### config.mk
export PLATFORM = sky130hd
export DESIGN_NAME = grc_cordic
export DESIGN_NICKNAME = d
export VERILOG_FILES = /design/src/design/grid_ray_caster_macros.svh /design/src/design/grc_pkg.sv /design/src/design/grc_cordic.sv
export SDC_FILE = /design/constraint.sdc
export NUM_CORES = 1
export LEC_CHECK = 0
export CAP_MARGIN = 20
export CELL_PAD_IN_SITES_DETAIL_PLACEMENT = 2
export CELL_PAD_IN_SITES_GLOBAL_PLACEMENT = 2
export CORE_UTILIZATION = 31
export DETAILED_ROUTE_END_ITERATION = 7
export DONT_BUFFER_PORTS = 1
export PLACE_DENSITY = 0.72
export SLEW_MARGIN = 10
export SYNTH_ARGS = -nofsm -noshare
export SYNTH_HDL_FRONTEND = slang
export SYNTH_SLANG_ARGS = --single-unit
### constraint.sdc
create_clock -name clk -period 10.12 [get_ports clk]
set_input_delay 2.024 -clock clk [delete_from_list [all_inputs] [get_ports clk]]
set_output_delay 2.024 -clock clk [all_outputs]
set_load 0.01 [all_outputs]
### src/design/grid_ray_caster_macros.svh
// Assertion macros for the grid ray caster
`ifndef GRID_RAY_CASTER_MACROS_SVH
`define GRID_RAY_CASTER_MACROS_SVH

// antecedent implies consequent in the same cycle
`define GRC_ASSERT_IMP(lbl, ante, cons, msg) \
	lbl: assert property (@(posedge clk) disable iff (!arst_n) (ante) |-> (cons)) \
		else $error(msg);

// antecedent implies consequent in the next cycle
`define GRC_ASSERT_NXT(lbl, ante, cons, msg) \
	lbl: assert property (@(posedge clk) disable iff (!arst_n) (ante) |=> (cons)) \
		else $error(msg);

`endif

### src/design/grc_pkg.sv
// Shared types, constants and tables of the grid ray caster
package grc_pkg;

	localparam int CORDIC_STAGES = 16;
	localparam int TW   = 19;
	localparam int ZW   = 22;
	localparam int DW   = 36;
	localparam int NUMW = 33;
	localparam int DENW = 38;

	localparam logic signed [TW-1:0] CORDIC_GAIN = 19'sd39797;
	localparam logic [DW-1:0]        AXIS_NEVER  = 36'h2_0000_0000;
	localparam logic [NUMW-1:0]      RECIP_NUM   = 33'h1_0000_0000;

	localparam logic OP_WRITE = 1'b0;
	localparam logic OP_RAY   = 1'b1;

	typedef enum logic [4:0] {
		ST_CLEAR,
		ST_IDLE,
		ST_CRAY,
		ST_DX,
		ST_DXW,
		ST_DY,
		ST_DYW,
		ST_SX,
		ST_SY,
		ST_START,
		ST_STEP,
		ST_READ,
		ST_CHECK,
		ST_COORD,
		ST_TEX,
		ST_CVW,
		ST_PERP,
		ST_HD,
		ST_HDW,
		ST_OUT
	} state_t;

	function automatic logic signed [ZW-1:0] atan_units(input logic [3:0] idx);
		logic signed [ZW-1:0] v;
		case (idx)
			4'd0:    v = 22'sd131072;
			4'd1:    v = 22'sd77376;
			4'd2:    v = 22'sd40884;
			4'd3:    v = 22'sd20753;
			4'd4:    v = 22'sd10417;
			4'd5:    v = 22'sd5213;
			4'd6:    v = 22'sd2607;
			4'd7:    v = 22'sd1304;
			4'd8:    v = 22'sd652;
			4'd9:    v = 22'sd326;
			4'd10:   v = 22'sd163;
			4'd11:   v = 22'sd81;
			4'd12:   v = 22'sd41;
			4'd13:   v = 22'sd20;
			4'd14:   v = 22'sd10;
			4'd15:   v = 22'sd5;
			default: v = 22'sd0;
		endcase
		return v;
	endfunction

endpackage

### src/design/grc_cordic.sv
// Iterative CORDIC: cosine and sine of a 12-bit binary angle, one stage a cycle
module grc_cordic (
	input  logic                           clk,
	input  logic                           arst_n,
	input  logic                           start,
	input  logic [11:0]                    angle,
	output logic                           done,
	output logic signed [grc_pkg::TW-1:0]  cos_val,
	output logic signed [grc_pkg::TW-1:0]  sin_val
);

	logic signed [grc_pkg::TW-1:0] x_q, y_q, dx, dy;
	logic signed [grc_pkg::ZW-1:0] z_q, z0;
	logic signed [12:0]            a0, a1;
	logic                          flip0;
	logic                          flip_q, busy_q, done_q;
	logic [3:0]                    i_q;

	always_comb begin
		a0    = $signed({angle[11], angle});
		flip0 = 1'b0;
		a1    = a0;
		if (a0 > 13'sd1024) begin
			a1    = a0 - 13'sd2048;
			flip0 = 1'b1;
		end else if (a0 < -13'sd1024) begin
			a1    = a0 + 13'sd2048;
			flip0 = 1'b1;
		end
		z0 = $signed({a1[12], a1, 8'h00});
		dx = y_q >>> i_q;
		dy = x_q >>> i_q;
	end

	always_ff @(posedge clk or negedge arst_n) begin
		if (!arst_n) begin
			busy_q <= 1'b0;
			done_q <= 1'b0;
			i_q    <= 4'd0;
		end else begin
			done_q <= 1'b0;
			if (start) begin
				busy_q <= 1'b1;
				i_q    <= 4'd0;
			end else if (busy_q) begin
				i_q <= i_q + 4'd1;
				if (i_q == 4'(grc_pkg::CORDIC_STAGES - 1)) begin
					busy_q <= 1'b0;
					done_q <= 1'b1;
				end
			end
		end
	end

	always_ff @(posedge clk) begin
		if (start) begin
			x_q    <= grc_pkg::CORDIC_GAIN;
			y_q    <= '0;
			z_q    <= z0;
			flip_q <= flip0;
		end else if (busy_q) begin
			if (!z_q[grc_pkg::ZW-1]) begin
				x_q <= x_q - dx;
				y_q <= y_q + dy;
				z_q <= z_q - grc_pkg::atan_units(i_q);
			end else begin
				x_q <= x_q + dx;
				y_q <= y_q - dy;
				z_q <= z_q + grc_pkg::atan_units(i_q);
			end
		end
	end

	assign done    = done_q;
	assign cos_val = flip_q ? -x_q : x_q;
	assign sin_val = flip_q ? -y_q : y_q;

endmodule

# After elaboration in Yosys (flattened, before gate mapping)
# Memories as Yosys holds them, arrays and structs flattened.
# Index checks and enable logic that the tools add are counted.
# classes
addsub	11
magnitude_cmp	2
n_eq_ne	1
shifts	2
n_mux	24
reduce_logical	1
# ops
operator	count
two-way mux 22 bit	9
two-way mux 19 bit	4
adder 19 bit	2
negator 19 bit	2
>>> shifter 19 x 4 -> 19 bit	2
subtractor 19 bit	2
two-way mux 13 bit	2
adder 22 bit	1
subtractor 22 bit	1
adder 12 x 13 -> 13 bit, second input constant	1
subtractor 12 x 13 -> 13 bit, second input constant	1
greater-than comparator 12 bit, second input constant	1
< comparator 12 x 11 -> 1 bit, second input constant	1
two-way mux 4 bit	2
two-way mux 1 bit	7
adder 4 x 1 -> 4 bit, second input constant	1
== test 4 bit, second input constant	1
nonzero test 2 bit	1
# totals
regBits	67
rom_bits	576
input_bits	15
out_inout_bits	39
elab_cells	51
n_memories	2
# memory_table
memory	words	width	rd	rd_clocked_by_memory_dff	wr	line_no	rtl
(no name shown)	16	18	1	0	0	grc_pkg.sv:43	case (idx)
(no name shown)	16	18	1	0	0	grc_pkg.sv:43	

# Longest topological paths before layout
# An unclocked memory read counts as a cell.
# logic_depth
ltp_word	8
depth_mapped	24
mapped_depth_nobuf	22

# Least setup slack after synthesis
# Ideal clock, no wire load.
# synth_path
path_type	register to register
start	reg i_q[1]
end	reg z_q[21] (netlist bit) (data pin)
setup_ns	0.267
arrival_ns	5.188
required_time_ns	9.853
path_slack_ns	4.666
path_stages_with_launch	22
n_path_buf	3
period_less_slack_ns	5.454
cell_sequence	dfrtp_1 -> buf_2 -> inv_1 -> ha_1 -> clkbuf_1 -> mux4_2 -> a211oi_1 -> nand2_1 -> or3_1 -> nor3_1 -> nor2_1 -> xor2_1 -> ha_1 -> clkbuf_1 -> nand3_1 -> or3_1 -> o41ai_1 -> a311oi_1 -> or3_1 -> o21ai_0 -> xor2_1 -> o21ai_0
# synth_via
elab_chain_len	8
word_cells_on_any_way	13
cone_classes	add/sub: 2; mux: 9; memory: 2
# synth_lines
item	line_no	rtl
start, declared	grc_cordic.sv:17	logic [3:0] i_q;
start signal, assigned	grc_cordic.sv:46	i_q <= i_q + 4'd1;
memory read (16 x 18 bit)	--	
two-way mux 22 bit	grc_cordic.sv:62	if (!z_q[grc_pkg::ZW-1]) begin
two-way mux 22 bit	grc_cordic.sv:61	end else if (busy_q) begin
two-way mux 22 bit	grc_cordic.sv:56	if (start) begin
subtractor 22 bit or adder 22 bit (tied branches)	grc_cordic.sv:65, grc_cordic.sv:69	
two-way mux 22 bit (*)	grc_cordic.sv:62	
two-way mux 22 bit (*)	grc_cordic.sv:61	
two-way mux 22 bit (*)	grc_cordic.sv:56	
end signal, assigned	grc_cordic.sv:59	z_q <= z0;
end signal, assigned	grc_cordic.sv:65	z_q <= z_q - grc_pkg::atan_units(i_q);
end signal, assigned	grc_cordic.sv:69	z_q <= z_q + grc_pkg::atan_units(i_q);
end, declared	grc_cordic.sv:13	logic signed [grc_pkg::ZW-1:0] z_q, z0;
# Mark *: on every way between the ends. The rest lies on a longest branch, timed or not. The select of a mux whose other input is x is not followed.
# A chain may end at the register's enable or synchronous reset.

# Worst setup path in the final report
# layout_path
start	reg i_q[0]
end	reg z_q[21] (netlist bit) (data pin)
# The elaborated chain is that of the path after synthesis.

==> results.toml <==
[cells_and_area]
fin_nets = 1150
drive_gt1_frac = 0.08184
multiInputGateArea_mm2 = 0.007189
area_growth_pct = 5.501
diodes = 0
final_util = 0.3359
regArea_mm2 = 0.001526
nFillCells = 3303
finalInstanceArea_mm2 = 0.009718

[cts]
clk_path_buf_depth = 2
cts_hold_buffers = 0
cts.root.buffer_cell = "clkbuf_16"
cts_resized = 0
cts.clk_slew.worst_paths_ns = 0.07
h-tree-depth = 3
clock-sinks = 67
cts_tree = "done"
cts_buffers = 9
clkLatencyLatePin_ns = 0.36
postCtsSetupBuffers = 0

[die]
initial_core_util = 0.3183
die_area_mm2 = 0.03041
design.core.area_mm2 = 0.02894
std_cell_rows = 62
die_y_um = 174.4
die_w_um = 174.4
ios = 54

[drt]
wl_um = 32170
drc_errors = 0
dr.pass1.iters = 5
wl_per_cell_um = 22.23
drtIter0Drc = 432
vias = 8419
drt.antenna.violating_nets = 0
vias_per_cell = 5.818

[yosys]
ys_seq_elements = 67
synthCells = 1119
yosysMostFrequentCell = "nor2_1"
synth_enable_flop_cells = 15
async_reset_ff_frac = 0.08955
synth-main-ff-cell = "dfxtp_1"
yosys.area.top_type_share = 0.1005
yosysWarnings = 0
synth_top_cell_by_area = "ha_1"
synthTopCellsByCount = "nor2_1 (117), nand2_1 (107), o21ai_0 (77), ha_1 (74), xnor2_1 (74)"
syn_area_per_cell_um2 = 8.232
syn_nets = 1211
yosys.cell_types.count = 81
synth_area_leaders = "ha_1 (10%), dfxtp_1 (10%), xnor2_1 (7.0%)"
synth-seq-area-share = 0.1652
synthesis.area_mm2 = 0.009211

[global_route]
grt.overflow.total = 0
grt_pass1_vias = 9066
antenna_found_initial = 0
grt_util_all_layers = 0.2161
grt_max_degree = 64
grt_pass1_wl_um = 51670

[timing]
period_minus_slack_ns = 6.531
rsz0062_at_grt = "no"
period_share = 0.6453
setup_ws_ns = 3.589
hold_viol_final = 0
finalSetupTns_ns = 0
fmax_mhz = 153.1
slew_violations = 0
setup_violations = 0
worst-slew-pin-transition_ns = 0.9944
slew_headroom = 0.3354
finClkSkew_ns = 0.009333

[job]
max_cap_violations = 0

[placed_design]
gp_congestion = 0.8692
hpwl_um = 23810
dp_slack_ns = 3.662
placed_area_mm2 = 0.009392
portBuffers = 0

[critical_path]
cp.required_ns = 10.19
startpoint_type = "flip-flop"
path_max_fanout = 50
arrival_ns = 6.60
crit_type = "flip-flop to flip-flop"
ff2ff_setup_slack_ns = 3.59
cpPeakStageDelay_ns = 0.58
path_cells = "buf_4 > inv_1 > ha_1 > nor2_1 > o21ai_0 > a211oi_1 > nand2_1 > or3_1 > nor3_1 > nor2_1 > xor2_1 > ha_1 > nand3_1 > or3_1 > o41ai_1 > a311oi_1 > or3_1 > o21ai_0 > xor2_1 > o21ai_0"
endpoint_kind = "flip-flop"
crit_slowest_cell = "buf_4"

[status]
status = "finished, final reports clean"

[hold_path]
hold_class = "flip-flop to flip-flop"
[layout make-up]
class                           instances  area share
Clock buffer                           10     0.02459
Clock inverter                          6    0.009012
Timing Repair Buffer                   10    0.007725
Sequential cell                        67      0.1571
Tap cell                              384     0.04944
Inverter                               32     0.01236
Multi-Input combinational cell        938      0.7398
[critical path: cells and delay by family (launching register included)]
kind,cells,cell delay [ns]
xor+xnor,2,0.36
buf+inv,2,0.89
compound gates,6,1.39
fa+ha+maj,2,0.82
flops,1,0.34
simple gates,8,2.43
[routing by layer]
metal / global-route usage / vias up / share of wire
met5: 0 / - / 0
met3: 0.02362 / 49 / 0.028
met1: 0.2797 / 4259 / 0.46
li1: - / 3949 / -
met4: 0.07529 / 0 / 0.029
met2: 0.3704 / 162 / 0.48
[kinds of logic after synthesis]
kind of cell             Yosys count  share of synthesized area
XOR/XNOR                         129                     0.1235
adder cells (fa/ha/maj)           77                     0.1070
flip-flops                        67                     0.1652
AND/OR/NAND/NOR                  342                     0.1773
multiplexers                      96                     0.1663
buffers and inverters            114                    0.05433
AO/OA/AOI/OAI                    294                     0.2065
[final timing paths]
path | from | end | depth (start not counted)
max in group asynchronous | arst_n | i_q[2] | 0
max reg2reg | i_q[0] | z_q[21] | 20
min | z_q[2] | z_q[2] | 2
min in group asynchronous | arst_n | i_q[1] | 0
min reg2reg | z_q[2] | z_q[2] | 2
max | i_q[0] | z_q[21] | 20
[registers in the layout, summed over array words and instances, names as in the netlist]
name	count
done	1
flip_q	1
z_q	22
y_q	19
i_q	4
x_q	19
busy_q	1
[layout by cell type, fill, tap and decap left out, drive strengths merged, types with 12 or more instances in the layout]
cell type | synthesis | layout
nor2 | 119 | 119
nand2 | 107 | 107
o21ai | 77 | 77
xnor2 | 75 | 75
ha | 74 | 74
a21oi | 72 | 72
xor2 | 54 | 54
dfxtp | 46 | 46
mux2i | 45 | 45
mux4 | 40 | 40
inv | 32 | 33
a21o | 27 | 27
o31ai | 16 | 16
nor3 | 15 | 15
edfxtp | 15 | 15
and3 | 14 | 14
nand3 | 14 | 14
or3 | 13 | 13
a31oi | 13 | 13
nand2b | 12 | 12
a211oi | 12 | 12
[per-stage QoR]
stage / hold slack (ns) / std cells
after floorplan: 0.4671 / 1119
after global placement: 0.4808 / 1430
after detailed placement: 0.4934 / 1431
after CTS: 0.5019 / 1447
after global routing: 0.5192 / 1447
final: 0.4979 / 1447
Power is left out: the tool's default activity adds up to more than one toggle a clock period on the data nets, which glitch-free logic cannot reach.
